==> config.mk <==
export PLATFORM = sky130hd
export DESIGN_NAME = tbwp_ram
export DESIGN_NICKNAME = d
export VERILOG_FILES = /design/src/hdl/tbwp_ram.sv
export SDC_FILE = /design/constraint.sdc
export NUM_CORES = 1
export LEC_CHECK = 0
export BUFFER_PORTS_ARGS = -buffer_cell sky130_fd_sc_hd__buf_2
export CELL_PAD_IN_SITES_DETAIL_PLACEMENT = 0
export CELL_PAD_IN_SITES_GLOBAL_PLACEMENT = 1
export CORE_MARGIN = 1.5
export CORE_UTILIZATION = 57
export CTS_BUF_LIST = sky130_fd_sc_hd__clkbuf_8
export DETAILED_ROUTE_END_ITERATION = 8
export PLACE_DENSITY = 0.93
export SKIP_LAST_GASP = 1
export SYNTH_ARGS = -nofsm -noshare
export SYNTH_HDL_FRONTEND = slang
export SYNTH_SLANG_ARGS = --single-unit
==> constraint.sdc <==
create_clock -name clk_i -period 2.16 [get_ports clk_i]
set_input_delay 0.108 -clock clk_i [delete_from_list [all_inputs] [get_ports clk_i]]
set_output_delay 0.108 -clock clk_i [all_outputs]
set_load 0.01 [all_outputs]
==> src/hdl/tbwp_ram.sv <==
`timescale 1ns / 1ps

// Simple RAM: one write port, two registered read ports (read-first)
module tbwp_ram #(
  parameter int WIDTH = 8,
  parameter int DEPTH = 64
) (
  input  logic                     clk_i,
  input  logic                     we_i,
  input  logic [$clog2(DEPTH)-1:0] waddr_i,
  input  logic [WIDTH-1:0]         wdata_i,
  input  logic [$clog2(DEPTH)-1:0] raddr_a_i,
  output logic [WIDTH-1:0]         rdata_a_o,
  input  logic [$clog2(DEPTH)-1:0] raddr_b_i,
  output logic [WIDTH-1:0]         rdata_b_o
);

  logic [WIDTH-1:0] mem_q [DEPTH];

  always_ff @(posedge clk_i) begin
    if (we_i) begin
      mem_q[waddr_i] <= wdata_i;
    end
    rdata_a_o <= mem_q[raddr_a_i];
    rdata_b_o <= mem_q[raddr_b_i];
  end

endmodule

======== Word level (Yosys, flattened, before mapping) ========
Memory sizes are Yosys's and may differ from the RTL's. A register that Yosys moved wholly into a read port is not among the register bits.
Index checks and enable logic that the tools add are counted.
Widths: inputs -> output; s select.
storage, ports and cells
  register bits ........................... 0
  memory bits (writable) .................. 512
  input bits .............................. 28
  output and inout bits ................... 16
  logic and storage cells ................. 3
  memories kept ........................... 1
cells by class
  multiplexer cells ....................... 2
memory list
  name   depth  bits a word  read ports  clocked after Yosys merged registers in  write ports  line  source
  mem_q  64     8            2           2                                        1            18    logic [WIDTH-1:0] mem_q [DEPTH];
operators with widths
  operator  count
  $mux 1    2

======== Depth between registers and ports, before layout ========
Gate-level depths: netlist (run 1).
  depth in word-level cells ............... 2
  mapped depth ............................ 9
  gate-level depth less buffers ........... 5

======== Least setup slack after synthesis (run 1) ========
OpenSTA, ideal clock, no wires.
  path type ............................... input to register
  from .................................... input raddr_b_i[0]
  to ...................................... register rdata_b_o[4] (read register of mem_q)
  setup time .............................. 113 ps
  arrival ................................. 1,805 ps
  required time ........................... 2,047 ps
  path slack .............................. 242 ps
  cell stages on the path ................. 8
  path buffers ............................ 3
  cells stage by stage .................... buf_2 -> buf_2 -> buf_4 -> mux4_2 -> a221oi_1 -> o21ai_0 -> nand3_1 -> nand2_1
RTL lines
  element             line  source
  start: declaration  14    input logic [$clog2(DEPTH)-1:0] raddr_b_i,
  end: declaration    15    output logic [WIDTH-1:0] rdata_b_o

==> metrics.md, run 1 <==
| Metric | Value |
|---|---|
| Mux cell area share after synthesis | 27.9% |
| WS Path Type | reg2reg |
| WP data arrival | 2.60 ns |
| CTS Buffer Depth | 3 |
| Largest net degree at the start of global routing | 65 |
| FILL cells | 2651 |
| Placed cell count | 1851 |
| Worst R2R End | rdata_a_o[7] |
| Sink Count | 528 |
| Vias in the first global route | 14500 |
| First-pass GRT wire length | 95100 um |
| Initial DRC count | 1912 |
| Area Overhead vs Synth | 14.7% |
| P_leak | 0.00930 uW |
| Commonest cells after routing, fill and taps aside | edfxtp_1, mux4_2, buf_4, clkbuf_8, nor2_1 |
| Die Height | 209 um |
| Setup crit end kind | flip-flop |
| Syn Area/Cell | 20.0 um^2 |
| Syn. warnings | 0 |
| Max cap viols | 0 |
| Worst-margin pin slew | 1.21 ns |
| Post-Synth Adder-Cell Area | 0% |
| Routed Antenna Nets | 0 |
| Final core occ | 66.4% |
| Clock Pin Slew Worst Setup and Hold Paths | 0.07 ns |
| I/O Pins | 44 |
| Hpwl dp | 43400 um |
| CTS Root Buffer Type | clkbuf_8 |
| Post-synth top area cell | edfxtp_1 |
| Initial Util | 57.9% |
| Final setup fails | 0 |
| Worst Skew | 0.0455 ns |
| Die footprint | 43800 um^2 |
| Post-synth EDFFs | 512 |
| Simple-gate share of the synthesized area | 2.69% |
| Unrepaired setup endpoints after global routing | false |
| Hold EP | mem_q[49][0] |
| Remaining Overflow, GRT | 0 |
| Startpoint type of the worst setup path | flip-flop |
| CP Max Fanout | 2 |
| Crit path required time | 2.71 ns |
| Post-synthesis xor/xnor area fraction | 0% |
| Gr usage total | 30.4% |
| Synth Register Bits | 528 |
| CTS Buf Count | 85 |
| Fin crit period | 2.05 ns |
| Wirelength per Cell | 31.7 um |
| Initial DRT Pass Iterations | 5 |
| Hold Path Depth | 1 |
| Hold Path Origin | wdata_i[0] |
| Max_slew headroom | 19.4% |
| Drt drc | 0 |
| Skew-Pair Late Insertion Delay | 0.66 ns |
| GPL Wtd Cong | 0.963 |
| Max VDD drop | 0.000626 V |
| Synth Instances | 1211 |
| Max-slew violations | 0 |
| Initial antenna violation count | 4 |
| CTS tree | yes |
| Outcome | complete, no violations |
| Hold Vio Cnt, Final | 0 |
| Routed WL | 63900 um |
| Htree depth | 3 |
| Ys flop type | edfxtp_1 |
| Vias | 14000 |
| Compound-Gate Fraction of Synth Area | 2.81% |
| Post-synthesis sequential area ratio | 64.7% |
| Count of cell types in the netlist | 38 |
| Setup repair bufs after CTS | 0 |
| Post-synth ARST share | 0% |
| Fraction of layout cells with a size suffix above 1 | 39.2% |
| Final cell count without fillers | 2017 |
| Reg-to-reg startpoint | mem_q[11][7] |
| PwrDens | 773 nW/um^2 |
| Routed vias/inst | 6.96 |
| Cell Area, Synth | 24300 um^2 |
| Num rows | 75 |
| Pre-CTS setup slack | -0.0246 ns |
| Pwr Total | 21500 uW |
| Diode count | 0 |
| Die width | 209 um |
| Nets | 1435 |
| Largest family of logic cells by synthesized area | multiplexers |
| Worst hold path type | in2reg |
| Flop2flop setup slack | 0.11 ns |
| Fin crit share | 94.8% |
| Commonest non-fill, non-tap cell in the layout | edfxtp_1 |
| Top cells by area, synth | edfxtp_1, mux4_2, mux2i_1 |
| Mapped Nets | 1239 |
| Placeable Area | 41900 um^2 |
| Port bufs | 43 |
| Yosys top cell area share | 63.3% |
| FMAX | 488 MHz |
| Worst Reg-to-Reg Cells | 5 |
| Post-route setup slack | 0.112 ns |
## cell usage after synthesis (8+ instances only)
cell,n
clkbuf_1,34
a21oi_1,10
edfxtp_1,512
buf_2,31
o21ai_0,17
o22ai_1,20
nand3_1,20
mux2i_1,66
buf_1,11
nor2b_1,8
buf_4,12
mux4_2,270
nor2_1,75
nand2_1,28
dfxtp_1,16
a22oi_1,14
## power by group
part           internal, uW  leakage, uW  switching [uW]  total [uW]
Combinational           860      0.00359            1090        1950
Sequential            11300      0.00474            85.6       11400
Clock                  4240     0.000963            3910        8150
## state kept, by name, indices dropped and copies added, names as in the netlist
register and flops:
rdata_b_o 8, rdata_a_o 8, mem_q 512
## timing repair
action / in CTS / in global routing
hold endpoints to repair: 102 / 0
resized for setup: 0 / 0
hold buffers: 8 / 0
## through the flow
stage | instance area [um^2] | hold WS (ns) | setup TNS [ns]
2_1_floorplan | 24300 | 0.207 | 0
3_3_place_gp | 26100 | 0.526 | 0
3_5_place_dp | 26100 | 0.528 | -0.0246
4_1_cts | 27800 | 0.0104 | 0
5_1_grt | 27800 | 0.0556 | 0
6_report | 27800 | 0.0442 | 0
## cell families after synthesis
family                 after synthesis
buffers and inverters               96
multiplexers                       338
flip-flops                         528
AND/OR/NAND/NOR                    149
AO/OA/AOI/OAI                      100
## routing by layer
| layer | vias to the layer above | GRT usage, % | share of wire (%) | routed length (um) |
|---|---|---|---|---|
| li1 | 5636 | - | - | - |
| met2 | 981 | 48.2 | 49 | 31300 |
| met5 | - | 0 | 0.064 | 41 |
| met4 | 6 | 13.1 | 4.4 | 2820 |
| met1 | 7239 | 41.3 | 35 | 22200 |
| met3 | 176 | 6.57 | 12 | 7510 |
## worst max-delay path, cell delays in order (launching register included)
cell       delay, ns
edfxtp_1        0.42
mux4_2          0.48
mux4_2          0.48
nor2_1          0.10
a2111oi_0       0.12
a311o_1         0.33
## cell type report
cell class	count	area, um^2	area share, %
Tap cell	539	674	2.42
Multi-Input combinational cell	587	8100	29.1
Clock inverter	61	289	1.04
Clock buffer	97	1340	4.79
Timing Repair Buffer	202	1750	6.27
Inverter	3	11.3	0.0404
Sequential cell	528	15700	56.4
## how the worst max path moves through the flow
stage            startpoint            to  slack [ns]  cells after the start
2_1_floorplan  raddr_b_i[0]  rdata_b_o[4]        0.24                      8
4_1_cts        mem_q[11][7]  rdata_a_o[7]        0.15                      5
3_5_place_dp   raddr_b_i[0]  rdata_b_o[2]       -0.02                      9
5_1_grt        mem_q[12][7]  rdata_a_o[7]        0.08                      5
6_report       mem_q[11][7]  rdata_a_o[7]        0.11                      5
3_3_place_gp   raddr_b_i[0]  rdata_b_o[2]       0.001                      9
(Power assumes the default switching activity.)
==> inputs of run 2 (changes only) <==
Settings changed: BUFFER_PORTS_ARGS -buffer_cell sky130_fd_sc_hd__buf_2 to not set, DONT_BUFFER_PORTS set to 1, PLACE_DENSITY 0.93 to 0.92.
==> metrics.md, run 2 (synthesis gave the netlist of run 1 again) <==
| Metric | Value |
|---|---|
| Fin crit share | 99.0% |
| Die footprint | 43800 um^2 |
| Htree depth | 3 |
| WP data arrival | 2.63 ns |
| Startpoint type of the worst setup path | flip-flop |
| Crit path required time | 2.65 ns |
| PwrDens | 758 nW/um^2 |
| FILL cells | 2686 |
| FMAX | 468 MHz |
| Max cap viols | 0 |
| Vias | 13900 |
| Clock Pin Slew Worst Setup and Hold Paths | 0.07 ns |
| First-pass GRT wire length | 94500 um |
| Initial antenna violation count | 3 |
| Cell Area, Placed | 25100 um^2 |
| Commonest non-fill, non-tap cell in the layout | edfxtp_1 |
| Final cell count without fillers | 1927 |
| Wirelength per Cell | 33.4 um |
| CTS Root Buffer Type | clkbuf_8 |
| Die Height | 209 um |
| Flop2flop setup slack | 0.02 ns |
| Worst hold path type | in2reg |
| Sink Count | 528 |
| Max_slew headroom | 38.0% |
| Hold Vio Cnt, Final | 0 |
| Max VDD drop | 0.000597 V |
| Initial DRC count | 1795 |
| Max-slew violations | 0 |
| Area Overhead vs Synth | 11.8% |
| Routed Antenna Nets | 0 |
| Storage element area | 15700 um^2 |
| Finished Cell Area | 27100 um^2 |
| I/O Pins | 44 |
| Vias in the first global route | 14200 |
| Multi-input logic area | 8100 um^2 |
| Final setup fails | 0 |
| Num rows | 75 |
| Skew-Pair Late Insertion Delay | 0.65 ns |
| CTS tree | yes |
| Remaining Overflow, GRT | 0 |
| Commonest cells after routing, fill and taps aside | edfxtp_1, mux4_2, clkbuf_8, buf_4, nor2_1 |
| Initial DRT Pass Iterations | 7 |
| Largest regs | mem_q: 512 flops, rdata_a_o: 8 flops, rdata_b_o: 8 flops |
| Biggest register | mem_q |
| WS Path Type | reg2reg |
| CTS Buf Count | 84 |
| Outcome | complete, no violations |
| GPL Wtd Cong | 0.859 |
| Worst-margin pin slew | 0.927 ns |
| Placed cell count | 1737 |
| Routed WL | 64300 um |
| P_leak | 0.00882 uW |
| Placeable Area | 41900 um^2 |
| Worst Skew | 0.0291 ns |
| Routed vias/inst | 7.19 |
| Die width | 209 um |
| CTS Buffer Depth | 3 |
| Port bufs | 0 |
| Setup crit end kind | flip-flop |
| Nets | 1353 |
| Initial Util | 57.9% |
| Largest net degree at the start of global routing | 127 |
| Gr usage total | 30.4% |
| Drt drc | 0 |
| Max reg flops | 512 |
| Fin crit period | 2.14 ns |
| CP Max Fanout | 2 |
| Fraction of layout cells with a size suffix above 1 | 33.7% |
| Hpwl dp | 37100 um |
-- run 2: cell types whose count changed in the layout (fill, tap and decap cells not counted), moves of 5 or more --
| cell | delta |
|---|---|
| buf_16 | +8 |
| clkinv_2 | -5 |
| buf_12 | -21 |
| buf_2 | -37 |
| dlygate4sd3_1 | +22 |
| buf_4 | -49 |
| clkbuf_8 | -6 |
-- run 2: final cells by class --
| type | count | area share, % |
|---|---|---|
| Antenna cell | 1 | 0.00922 |
| Clock buffer | 91 | 4.61 |
| Clock inverter | 57 | 0.889 |
| Inverter | 3 | 0.0415 |
| Multi-Input combinational cell | 587 | 29.8 |
| Sequential cell | 528 | 57.8 |
| Tap cell | 539 | 2.48 |
| Timing Repair Buffer | 121 | 4.30 |
-- run 2: what timing repair did --
action	in CTS	in global routing
hold endpoints to repair	600	1
buffers inserted	0	1
resized for setup	0	1
setup endpoints to repair	0	2
hold buffers	40	1
-- run 2: worst paths after layout --
| kind | cells past startpoint | start | endpoint |
|---|---|---|---|
| hold reg to reg | 5 | mem_q[38][0] | rdata_b_o[0] |
| hold / removal | 5 | raddr_b_i[1] | rdata_b_o[0] |
| setup reg to reg | 4 | mem_q[39][1] | rdata_b_o[1] |
| setup / recovery | 4 | mem_q[39][1] | rdata_b_o[1] |
-- run 2: power by group --
part | switching [uW] | leakage, uW | internal [uW]
combinational | 704 | 0.00318 | 747
clock | 3830 | 0.000890 | 3860
sequential | 93.3 | 0.00474 | 11300
-- run 2: per-layer routing --
metal | part of all wire [%] | vias to the layer above | track usage [%]
met4 | 4.4 | 4 | 13.2
met1 | 34 | 7172 | 40.7
li1 | - | 5467 | -
met2 | 48 | 1020 | 47.3
met3 | 13 | 194 | 8.66
met5 | 0.034 | - | 0
-- run 2: metrics by stage --
stage	total power, uW	setup TNS [ns]	setup slack [ns]	hold slack, ns	util, %
2_1_floorplan	12700	0	0.242	0.207	-
3_3_place_gp	12700	0	0.144	0.214	59.8
3_5_place_dp	12800	0	0.130	0.214	59.8
4_1_cts	20600	0	0.0677	0.00151	64.7
5_1_grt	21100	-0.00757	-0.00757	0.00543	64.7
6_report	20600	0	0.0220	0.0158	64.7
-- run 2: critical path: stages, from the launching register on --
cell	delay, ns
edfxtp_1	0.40
mux4_2	0.50
mux4_2	0.54
o211ai_1	0.37
nand2_1	0.18
==> inputs of run 3 (changes only) <==
Settings changed: CORE_ASPECT_RATIO set to 0.9.
==> metrics.md, run 3 (synthesis gave the netlist of run 1 again) <==
| Metric | Value |
|---|---|
| WS Path Type | reg2reg |
| Failing checks | design-rule violations |
| Commonest non-fill, non-tap cell in the layout | edfxtp_1 |
| Crit path required time | 2.68 ns |
| Hold Slack | 0.0541 ns |
| Sw frac | 22.8% |
| CTS Root Buffer Type | clkbuf_8 |
| CTS Buf Count | 84 |
| Fraction of layout cells with a size suffix above 1 | 33.7% |
| PwrDens | 767 nW/um^2 |
| Initial antenna violation count | 6 |
| Port bufs | 0 |
| Flop2flop setup slack | 0.05 ns |
| Sw power | 4760 uW |
| Hold Vio Cnt, Final | 0 |
| Combinational power share | 7.0% |
| Die Height | 199 um |
| Nets | 1349 |
| CTS Buffer Depth | 3 |
| Worst hold path type | in2reg |
| CP Max Fanout | 2 |
| Die footprint | 43800 um^2 |
| Hold Path Depth | 4 |
| Skew-Pair Late Insertion Delay | 0.66 ns |
| Initial DRT Pass Iterations | 7 |
| Htree depth | 3 |
| FMAX | 473 MHz |
| Most common cell on crit path | mux4_2 |
| Clock Power Share | 38.3% |
| CP Cell Sequence | mux4_2 -> mux4_2 -> o21ai_1 -> o22ai_1 |
| Commonest cells after routing, fill and taps aside | edfxtp_1, mux4_2, clkbuf_8, buf_4, nor2_1 |
| GPL Wtd Cong | 0.859 |
| Max-slew violations | 0 |
| Routed WL | 64000 um |
| Worst-margin pin slew | 1.22 ns |
| Unrepaired setup endpoints after global routing | false |
| Num rows | 71 |
| Internal power | 16100 uW |
| Largest regs | mem_q: 512 flops, rdata_a_o: 8 flops, rdata_b_o: 8 flops |
| Vias | 13800 |
| Critical path buffers and inverters | 0 |
| Max_slew headroom | 18.6% |
| Sequential share of power | 54.7% |
| Total negative setup slack | 0 ns |
| Post-CTS sizing | 0 |
| I/O Pins | 44 |
| FILL cells | 2731 |
| Routed Antenna Nets | 0 |
| WP data arrival | 2.63 ns |
| Max VDD drop | 0.000788 V |
| Vias in the first global route | 14300 |
| Pre-CTS setup slack | 0.129 ns |
| Largest net degree at the start of global routing | 127 |
| Placeable Area | 41900 um^2 |
| CTS tree | yes |
| Critical Path Max Stage Delay | 0.53 ns |
| Initial Util | 57.9% |
| Worst Reg-to-Reg Cells | 4 |
| Setup repair bufs after CTS | 0 |
| Setup crit end kind | flip-flop |
| Fin crit period | 2.11 ns |
| Drt drc | 8 |
| Die width | 221 um |
| Hpwl dp | 37500 um |
| Fin crit share | 97.8% |
| Max reg flops | 512 |
| Biggest register | mem_q |
| Remaining Overflow, GRT | 0 |
| Hold EP | rdata_b_o[4] |
| Critical-path top delay cell | mux4_2 |
| Outcome | finished with violations |
| Wirelength per Cell | 32.9 um |
| Clock Pin Slew Worst Setup and Hold Paths | 0.06 ns |
| Pwr Total | 20900 uW |
| Worst Skew | 0.0212 ns |
| Post-route setup slack | 0.0476 ns |
| Sink Count | 528 |
| Routed vias/inst | 7.09 |
| Initial DRC count | 1830 |
| Top delay family on crit path | multiplexers |
| First-pass GRT wire length | 93700 um |
| P_leak | 0.00884 uW |
| Final setup fails | 0 |
| Hold Path Origin | raddr_b_i[2] |
| Final core occ | 64.9% |
| Startpoint type of the worst setup path | flip-flop |
| Worst R2R End | rdata_a_o[2] |
| Area Overhead vs Synth | 12.1% |
| Reg-to-reg startpoint | mem_q[52][2] |
| Gr usage total | 30.7% |
| Max cap viols | 0 |
| Post-CTS Hold Buffers | 41 |
==> run 3: cell count changes in the layout (fill, tap and decap cells not counted), moves of 2 or more <==
cell,before,now
buf_4,81,76
clkbuf_8,91,95
clkinv_2,6,9
diode_2,1,6
dlygate4sd3_1,30,32
==> run 3: through the flow <==
step,cell area (um^2),std cells
finish,27200,1946
global route,27200,1941
CTS,27200,1940
detailed placement,25100,1741
global placement,25100,1741
floorplan,24300,1211
==> run 3: worst max path at each step <==
| stage | start | slack [ns] | to | depth (start not counted) |
|---|---|---|---|---|
| floorplan | raddr_b_i[0] | 0.24 | rdata_b_o[4] | 8 |
| CTS | mem_q[6][7] | 0.11 | rdata_a_o[7] | 5 |
| global route | waddr_i[5] | 0.03 | mem_q[62][7] | 5 |
| finish | mem_q[52][2] | 0.05 | rdata_a_o[2] | 4 |
| detailed placement | mem_q[6][7] | 0.13 | rdata_a_o[7] | 5 |
| global placement | mem_q[55][3] | 0.16 | rdata_a_o[3] | 4 |
==> run 3: worst min-delay path, cell delays in order <==
cell	delay [ns]
mux2i_1	0.18
a22oi_1	0.17
nand3_1	0.13
nand2_1	0.06
==> run 3: area by class of cell <==
cell class / instances / area [um^2] / share of cell area, %
well taps: 547 / 684 / 2.51
diodes: 6 / 15.0 / 0.0552
inverters: 3 / 11.3 / 0.0414
flip-flops and latches: 528 / 15700 / 57.7
multi-input cells: 587 / 8100 / 29.7
clock inverters: 63 / 289 / 1.06
repair buffers: 117 / 1120 / 4.13
clock buffers: 95 / 1310 / 4.80
==> run 3: power by group through the flow <==
stage	sequential [uW]	clock [uW]	combinational, uW
2_1_floorplan	11600	0	1100
3_3_place_gp	11600	0	1090
3_5_place_dp	11600	0	1110
4_1_cts	11400	8100	1430
5_1_grt	11400	8540	1500
6_report	11400	8000	1450
==> run 3: metal layers <==
metal | vias up | part of all wire, % | global-route usage, %
li1 | 5475 | - | -
met1 | 7151 | 34 | 41.0
met2 | 1041 | 48 | 47.1
met3 | 134 | 14 | 9.59
met4 | 2 | 3.6 | 13.4
met5 | - | 0.017 | 0
